$ cat src/rtl/core/rpu_pkg.sv
package rpu_pkg;

  // pack_mode register codes
  localparam logic [2:0] MODE_RAW12   = 3'd0;
  localparam logic [2:0] MODE_RAW10   = 3'd1;
  localparam logic [2:0] MODE_PACK12  = 3'd2;
  localparam logic [2:0] MODE_MIPI12  = 3'd3;
  localparam logic [2:0] MODE_SPACK12 = 3'd4;
  localparam logic [2:0] MODE_MIPI10  = 3'd5;

  // index of the final byte of a group
  localparam logic [2:0] LAST_PHASE_12 = 3'd2;
  localparam logic [2:0] LAST_PHASE_10 = 3'd4;

  // one finished group (or word) handed from front to back
  typedef struct packed {
    logic [2:0]      mode;
    logic [3:0][7:0] held;
    logic [15:0]     data;
  } rpu_job_t;

  // queue status seen by the front
  typedef struct packed {
    logic full;
    logic empty;
  } rpu_q_status_t;

endpackage

$ cat src/rtl/core/rpu_front.sv
module rpu_front
  import rpu_pkg::*;
(
  input  logic          clk,
  input  logic          rst_n,
  input  logic [2:0]    mode,
  input  logic          in_tvalid,
  output logic          in_tready,
  input  logic [15:0]   in_tdata,
  input  logic          in_tuser,
  input  rpu_q_status_t q_status,
  output logic          push,
  output rpu_job_t      job
);

  logic [2:0]      phase_r, phase_nxt;
  logic [3:0][7:0] held_r;
  logic [2:0]      phase_eff;
  logic [2:0]      last_phase;
  logic            accept;
  logic            hold_wr;

  assign in_tready  = !q_status.full;
  assign accept     = in_tvalid && in_tready;
  assign phase_eff  = in_tuser ? 3'd0 : phase_r;
  assign last_phase = (mode == MODE_MIPI10) ? LAST_PHASE_10 : LAST_PHASE_12;

  always_comb begin
    phase_nxt = phase_r;
    push      = 1'b0;
    hold_wr   = 1'b0;
    if (accept) begin
      unique case (mode) inside
        MODE_RAW12, MODE_RAW10: begin
          phase_nxt = 3'd0;
          push      = 1'b1;
        end
        MODE_PACK12, MODE_MIPI12, MODE_SPACK12, MODE_MIPI10: begin
          if (phase_eff < last_phase) begin
            hold_wr   = 1'b1;
            phase_nxt = phase_eff + 3'd1;
          end else begin
            phase_nxt = 3'd0;
            push      = 1'b1;
          end
        end
        default: phase_nxt = phase_eff;
      endcase
    end
  end

  assign job.mode = mode;
  assign job.held = held_r;
  assign job.data = in_tdata;

  always_ff @(posedge clk) begin
    if (!rst_n) begin
      phase_r <= 3'd0;
    end else begin
      phase_r <= phase_nxt;
    end
  end

  always_ff @(posedge clk) begin
    if (hold_wr) begin
      held_r[phase_eff[1:0]] <= in_tdata[7:0];
    end
  end

`ifndef ASSERT_OFF
  a_phase_range: assert property (@(posedge clk) disable iff (!rst_n)
    phase_r <= LAST_PHASE_10)
    else $error("byte phase out of range");
`endif

endmodule

$ cat src/rtl/core/rpu_queue.sv
module rpu_queue
  import rpu_pkg::*;
#(
  parameter int DEPTH = 4
) (
  input  logic          clk,
  input  logic          rst_n,
  input  logic          push,
  input  rpu_job_t      push_job,
  input  logic          pop,
  output rpu_job_t      pop_job,
  output rpu_q_status_t status
);

  localparam int PTR_W = (DEPTH > 1) ? $clog2(DEPTH) : 1;
  localparam int CNT_W = $clog2(DEPTH + 1);

  rpu_job_t           mem_r [DEPTH];
  logic [PTR_W-1:0]   wr_ptr_r, wr_ptr_nxt;
  logic [PTR_W-1:0]   rd_ptr_r, rd_ptr_nxt;
  logic [CNT_W-1:0]   count_r, count_nxt;

  assign status.full  = (count_r == CNT_W'(DEPTH));
  assign status.empty = (count_r == '0);
  assign pop_job      = mem_r[rd_ptr_r];

  always_comb begin
    wr_ptr_nxt = wr_ptr_r;
    rd_ptr_nxt = rd_ptr_r;
    count_nxt  = count_r;
    if (push) begin
      wr_ptr_nxt = (wr_ptr_r == PTR_W'(DEPTH - 1)) ? '0 : wr_ptr_r + 1'b1;
    end
    if (pop) begin
      rd_ptr_nxt = (rd_ptr_r == PTR_W'(DEPTH - 1)) ? '0 : rd_ptr_r + 1'b1;
    end
    if (push && !pop) begin
      count_nxt = count_r + 1'b1;
    end else if (pop && !push) begin
      count_nxt = count_r - 1'b1;
    end
  end

  always_ff @(posedge clk) begin
    if (!rst_n) begin
      wr_ptr_r <= '0;
      rd_ptr_r <= '0;
      count_r  <= '0;
    end else begin
      wr_ptr_r <= wr_ptr_nxt;
      rd_ptr_r <= rd_ptr_nxt;
      count_r  <= count_nxt;
    end
  end

  always_ff @(posedge clk) begin
    if (push) begin
      mem_r[wr_ptr_r] <= push_job;
    end
  end

`ifndef ASSERT_OFF
  a_no_overflow: assert property (@(posedge clk) disable iff (!rst_n)
    status.full |-> !push || pop)
    else $error("push into full queue");
  a_no_underflow: assert property (@(posedge clk) disable iff (!rst_n)
    pop |-> !status.empty)
    else $error("pop from empty queue");
  a_count_range: assert property (@(posedge clk) disable iff (!rst_n)
    count_r <= CNT_W'(DEPTH))
    else $error("queue count out of range");
`endif

endmodule

$ cat src/rtl/core/rpu_back.sv
module rpu_back
  import rpu_pkg::*;
(
  input  logic          clk,
  input  logic          rst_n,
  input  rpu_q_status_t q_status,
  input  rpu_job_t      q_job,
  output logic          pop,
  output logic          out_tvalid,
  input  logic          out_tready,
  output logic [15:0]   out_tdata,
  output logic          out_tlast
);

  rpu_job_t    cur_r;
  logic        cur_valid_r, cur_valid_nxt;
  logic [1:0]  idx_r, idx_nxt;
  logic        out_valid_r, out_valid_nxt;
  logic [15:0] pix_r;
  logic        last_r;

  logic [1:0]  last_idx;
  logic [15:0] pix;
  logic        slot_free;
  logic        emit;
  logic        cur_done;
  logic [7:0]  b4;

  assign b4 = cur_r.data[7:0];

  always_comb begin
    last_idx = 2'd1;
    if (cur_r.mode == MODE_RAW12 || cur_r.mode == MODE_RAW10) begin
      last_idx = 2'd0;
    end else if (cur_r.mode == MODE_MIPI10) begin
      last_idx = 2'd3;
    end
  end

  always_comb begin
    pix = '0;
    unique case (cur_r.mode) inside
      MODE_RAW12: pix = {cur_r.data[11:0], 4'b0};
      MODE_RAW10: pix = {cur_r.data[9:0], 6'b0};
      MODE_PACK12: begin
        pix = idx_r[0] ? {cur_r.data[7:0], cur_r.held[1][7:4], 4'b0}
                       : {cur_r.held[0], cur_r.held[1][3:0], 4'b0};
      end
      MODE_MIPI12: begin
        pix = idx_r[0] ? {cur_r.held[1], cur_r.data[7:4], 4'b0}
                       : {cur_r.held[0], cur_r.data[3:0], 4'b0};
      end
      MODE_SPACK12: begin
        pix = idx_r[0] ? {cur_r.data[7:0], cur_r.held[1][7:4], 4'b0}
                       : {cur_r.held[1][3:0], cur_r.held[0], 4'b0};
      end
      MODE_MIPI10: begin
        // pixel i takes its two low bits from bits 2i+1..2i of the fifth byte
        pix = {cur_r.held[idx_r], b4[{idx_r, 1'b1}], b4[{idx_r, 1'b0}], 6'b0};
      end
      default: pix = '0;
    endcase
  end

  assign slot_free = !out_valid_r || out_tready;
  assign emit      = cur_valid_r && slot_free;
  assign cur_done  = emit && (idx_r == last_idx);
  assign pop       = !q_status.empty && (!cur_valid_r || cur_done);

  always_comb begin
    cur_valid_nxt = cur_valid_r;
    idx_nxt       = idx_r;
    if (pop) begin
      cur_valid_nxt = 1'b1;
      idx_nxt       = 2'd0;
    end else if (cur_done) begin
      cur_valid_nxt = 1'b0;
    end else if (emit) begin
      idx_nxt = idx_r + 2'd1;
    end
    out_valid_nxt = emit ? 1'b1 : (out_tready ? 1'b0 : out_valid_r);
  end

  always_ff @(posedge clk) begin
    if (!rst_n) begin
      cur_valid_r <= 1'b0;
      idx_r       <= 2'd0;
      out_valid_r <= 1'b0;
    end else begin
      cur_valid_r <= cur_valid_nxt;
      idx_r       <= idx_nxt;
      out_valid_r <= out_valid_nxt;
    end
  end

  always_ff @(posedge clk) begin
    if (pop) begin
      cur_r <= q_job;
    end
    if (emit) begin
      pix_r  <= pix;
      last_r <= (idx_r == last_idx);
    end
  end

  assign out_tvalid = out_valid_r;
  assign out_tdata  = pix_r;
  assign out_tlast  = last_r;

`ifndef ASSERT_OFF
  a_idx_range: assert property (@(posedge clk) disable iff (!rst_n)
    cur_valid_r |-> idx_r <= last_idx)
    else $error("pixel index past end of group");
`endif

endmodule

$ cat src/rtl/core/raw_pixel_unpack_to_16bit_top.sv
// Raw camera line unpacker. Each input transaction carries one 16-bit word
// (raw12/raw10 word modes) or one byte in tdata[7:0] (packed modes), with
// tuser marking the first word or byte of a line; a line start drops any
// partial byte group. Output transactions carry one 16-bit pixel, MSB aligned,
// with tlast set on the last pixel produced by a given input transaction.
// pack_mode (cfg port): 0 raw12 words, 1 raw10 words, 2 packed12, 3 mipi12,
// 4 spacked12, 5 mipi10; 6 and 7 produce nothing. Write it only while idle.
// Timing: one input transaction per cycle is accepted while the job queue
// has room; the front hands each completed group to a QUEUE_DEPTH-entry
// queue, and the back loads it into its current-group register before
// registering its first pixel. The back emits one pixel per cycle while the
// output is not stalled, so throughput is bounded by the pixel side: one
// word gives one pixel, three bytes give two, five bytes give four.
// No clearing pass after reset.
module raw_pixel_unpack_to_16bit_top
  import rpu_pkg::*;
#(
  parameter int QUEUE_DEPTH = 4
) (
  input  logic        clk,
  input  logic        rst_n,
  // configuration write channel
  input  logic        cfg_valid,
  output logic        cfg_ready,
  input  logic [2:0]  cfg_data,     // pack_mode
  // input stream
  input  logic        in_tvalid,
  output logic        in_tready,
  input  logic [15:0] in_tdata,     // [15:0] data
  input  logic        in_tuser,     // [0] line_start
  // pixel stream
  output logic        out_tvalid,
  input  logic        out_tready,
  output logic [15:0] out_tdata,    // [15:0] pixel
  output logic        out_tlast
);

  logic [2:0]    mode_r;
  logic          push;
  logic          pop;
  rpu_job_t      push_job;
  rpu_job_t      pop_job;
  rpu_q_status_t q_status;

  // mode register, always ready for a write transaction
  assign cfg_ready = 1'b1;

  always_ff @(posedge clk) begin
    if (!rst_n) begin
      mode_r <= MODE_RAW12;
    end else if (cfg_valid && cfg_ready) begin
      mode_r <= cfg_data;
    end
  end

  // front: byte phase tracking and group assembly
  rpu_front u_front (
    .clk       (clk),
    .rst_n     (rst_n),
    .mode      (mode_r),
    .in_tvalid (in_tvalid),
    .in_tready (in_tready),
    .in_tdata  (in_tdata),
    .in_tuser  (in_tuser),
    .q_status  (q_status),
    .push      (push),
    .job       (push_job)
  );

  // short job queue decoupling byte intake from pixel output
  rpu_queue #(
    .DEPTH (QUEUE_DEPTH)
  ) u_queue (
    .clk      (clk),
    .rst_n    (rst_n),
    .push     (push),
    .push_job (push_job),
    .pop      (pop),
    .pop_job  (pop_job),
    .status   (q_status)
  );

  // back: one pixel per cycle into the output register while the output is not stalled
  rpu_back u_back (
    .clk        (clk),
    .rst_n      (rst_n),
    .q_status   (q_status),
    .q_job      (pop_job),
    .pop        (pop),
    .out_tvalid (out_tvalid),
    .out_tready (out_tready),
    .out_tdata  (out_tdata),
    .out_tlast  (out_tlast)
  );

endmodule
$ cat config.mk
export PLATFORM = sky130hd
export DESIGN_NAME = raw_pixel_unpack_to_16bit_top
export DESIGN_NICKNAME = d
export VERILOG_FILES = /design/src/rtl/core/rpu_pkg.sv /design/src/rtl/core/rpu_front.sv /design/src/rtl/core/rpu_queue.sv /design/src/rtl/core/rpu_back.sv /design/src/rtl/core/raw_pixel_unpack_to_16bit_top.sv
export SDC_FILE = /design/constraint.sdc
export NUM_CORES = 1
export LEC_CHECK = 0
export BUFFER_PORTS_ARGS = -buffer_cell sky130_fd_sc_hd__buf_2
export CAP_MARGIN = 20
export CORE_MARGIN = 2
export CORE_UTILIZATION = 60
export CTS_BUF_LIST = sky130_fd_sc_hd__clkbuf_16
export DETAILED_ROUTE_END_ITERATION = 10
export GPL_TIMING_DRIVEN = 0
export MAX_ROUTING_LAYER = met4
export PLACE_DENSITY = 0.78
export SETUP_SLACK_MARGIN = 0.4
export SYNTH_ARGS = -nofsm -noshare
export SYNTH_HDL_FRONTEND = slang
export SYNTH_HIERARCHICAL = 1
export SYNTH_SLANG_ARGS = --single-unit
export TNS_END_PERCENT = 5
$ cat constraint.sdc
create_clock -name clk -period 4.6 [get_ports clk]
set_clock_uncertainty 0.1 [all_clocks]
set_input_delay 0.23 -clock clk [delete_from_list [all_inputs] [get_ports clk]]
set_output_delay 0.23 -clock clk [all_outputs]
set_load 0.01 [all_outputs]
==> impl_metrics.ini <==
[clock_network]
cts_tree = built
cts.path.max_buffers = 3
cts-root-buf = clkbuf_16
numCtsBuffers = 29
htree_num_levels = 1
post_cts_buffers = 0
cts.sinks = 299
clk_latency_ps = 550
path_clk_slew_ps = 60
cts_resized = 0

[grt]
grt_antenna_before_repair = 0
grt_pass1_vias = 6533
grt.total_usage = 0.248
grt_max_degree = 34
grt_pass1_wl_mm = 38.6
grt-ovfl-total = 0

[worst_setup_path]
critPathKind = reg2reg
cp-end-kind = register
crit_fanout = 7
required_ps = 4970
critPathArrivalTime_ps = 3620
startpoint_type = register

[sta]
rsz0062_at_grt = no
slew_headroom = 0.424
setup_violations = 0
min_period_ps = 3250
hold_viol = 0
drv_slew = 0
fmax_mhz = 307
finalCritPeriodShare = 0.707
setup_ws_ps = 1350
max_slew.worst_pin.slew_ps = 857

[drt]
drt_iter0_drc = 374
ant_nets = 0
vias = 6142
wl_per_cell_um = 24.7
drtPass1Iterations = 5
route.detailed.drc = 0
vias_per_cell = 6.01
wl_mm = 25.2

[power_and_ir_drop]
p_sw_uw = 2550
power_frac_clock = 0.263
pwr-share-seq = 0.458
vdd_drop_max_mv = 0.383
sw_frac_of_total = 0.303
p_leak_uw = 0.00475
powerDensity_mw_per_mm2 = 603
power_frac_comb = 0.279
p_int_uw = 5860

[place]
portBuffers = 31
dp_hpwl_mm = 16.5
place_inst = 947
gp_congestion = 0.875
place_ws_ps = 929
placedInstanceArea_mm2 = 0.0128

[die]
coreArea_mm2 = 0.0200
die-width_um = 146
die_area_mm2 = 0.0214
die_y_um = 146
fp-row-count = 52
start_util = 0.607
io_pins = 45

[finish]
diodes = 0
drive_gt1_frac = 0.277
fin_cells = 1022
layout.nets = 770
fillers = 1282
syn_to_final_growth_pct = 14.6
post-route-util = 0.696
fin_area_mm2 = 0.0139
regArea_mm2 = 0.00879
multi_input_area_mm2 = 0.00292

[yosys]
syn_area_per_cell_um2 = 19.1
synth_warnings = 6
synthesis.area_mm2 = 0.0122
netlist_instances = 637

[outcome]
status = completed

[worst_hold_path]
hold_class = in2reg

[run]
cap_violations = 0
[layer usage]
metal | up-vias | share of wire | GRT usage
met5 | - | 0 | -
met4 | 0 | 0.024 | 0.0728
met3 | 50 | 0.056 | 0.0322
met2 | 234 | 0.52 | 0.419
met1 | 3139 | 0.40 | 0.322
li1 | 2719 | - | -
[layout by cell type, fill, tap and decap left out, drive strengths merged, types with 5 or more instances in the layout]
cell type	count
a21oi	21
a221oi	6
a31oi	5
and2	10
buf	85
clkbuf	30
clkinv	6
conb	5
dfxtp	19
dlygate4sd3	23
edfxtp	280
ha	13
inv	27
mux2	7
mux2i	27
mux4	47
nand2	7
nand2b	7
nand3b	7
nor2	10
nor2b	19
o21ai	16
o22ai	8
[registers in the layout (all words and copies together) (netlist names), named ones only]
register,flops
mode_r,3
u_back/b4,8
u_back/cur_r,39
u_back/cur_valid_r,1
u_back/idx_r,2
u_back/out_tdata,12
u_back/out_tlast,1
u_back/out_tvalid,1
u_front/job,32
u_front/phase_r,3
u_queue/count_r,3
u_queue/mem_r,188
u_queue/rd_ptr_r,2
u_queue/wr_ptr_r,2
[worst max-delay path: stages (launching register included)]
cell and delay, ps:
dfxtp_1 480, nand3b_4 120, ha_1 330, nand2_1 70, a2111oi_2 690, ha_1 310
inv_1 70, fa_1 370, xor2_1 160, or3_1 320, a21boi_0 160
[per-stage QoR]
step                TNS, ps  power (uW)  hold WS (ps)
finish                    0        8410          57.7
detailed placement        0        6230           334
floorplan                 0        5420           229
CTS                       0        8460          16.7
global route              0        8760          70.9
global placement       -997        6160           327
[power by group through the flow]
stage / clock network, uW / logic [uW] / registers [uW]
finish: 2210 / 2340 / 3850
global route: 2360 / 2520 / 3890
CTS: 2260 / 2350 / 3860
detailed placement: 0 / 2320 / 3910
global placement: 0 / 2240 / 3920
floorplan: 0 / 1600 / 3830
[final timing paths]
check                             from                         endpoint  slack, ps  cells after the start
max             mode_r[2]$_SDFFE_PN0P_  u_queue/count_r[2]$_SDFFE_PN0P_       1350                     10
min                           in_tuser  u_front/phase_r[2]$_SDFFE_PN0P_         60                      4
max reg2reg     mode_r[2]$_SDFFE_PN0P_  u_queue/count_r[2]$_SDFFE_PN0P_       1350                     10
min reg2reg  u_front/job[35]$_DFFE_PP_   u_queue/mem_r[2][35]$_DFFE_PP_        390                      0
[what timing repair did]
item                                    in CTS  in global routing
endpoints found under the hold margin       75                  0
endpoints found under the setup margin       0                  0
hold buffers                                23                  0
[final cells by class]
type                            instances  share of cell area
Buffer                                 49              0.0311
Clock buffer                           29              0.0520
Clock inverter                         23              0.0126
Inverter                               15             0.00404
Multi-Input combinational cell        277               0.210
Sequential cell                       299               0.630
Tap cell                              270              0.0242
Timing Repair Buffer                   60              0.0362
Note: power is estimated with default switching activity, not from simulation.
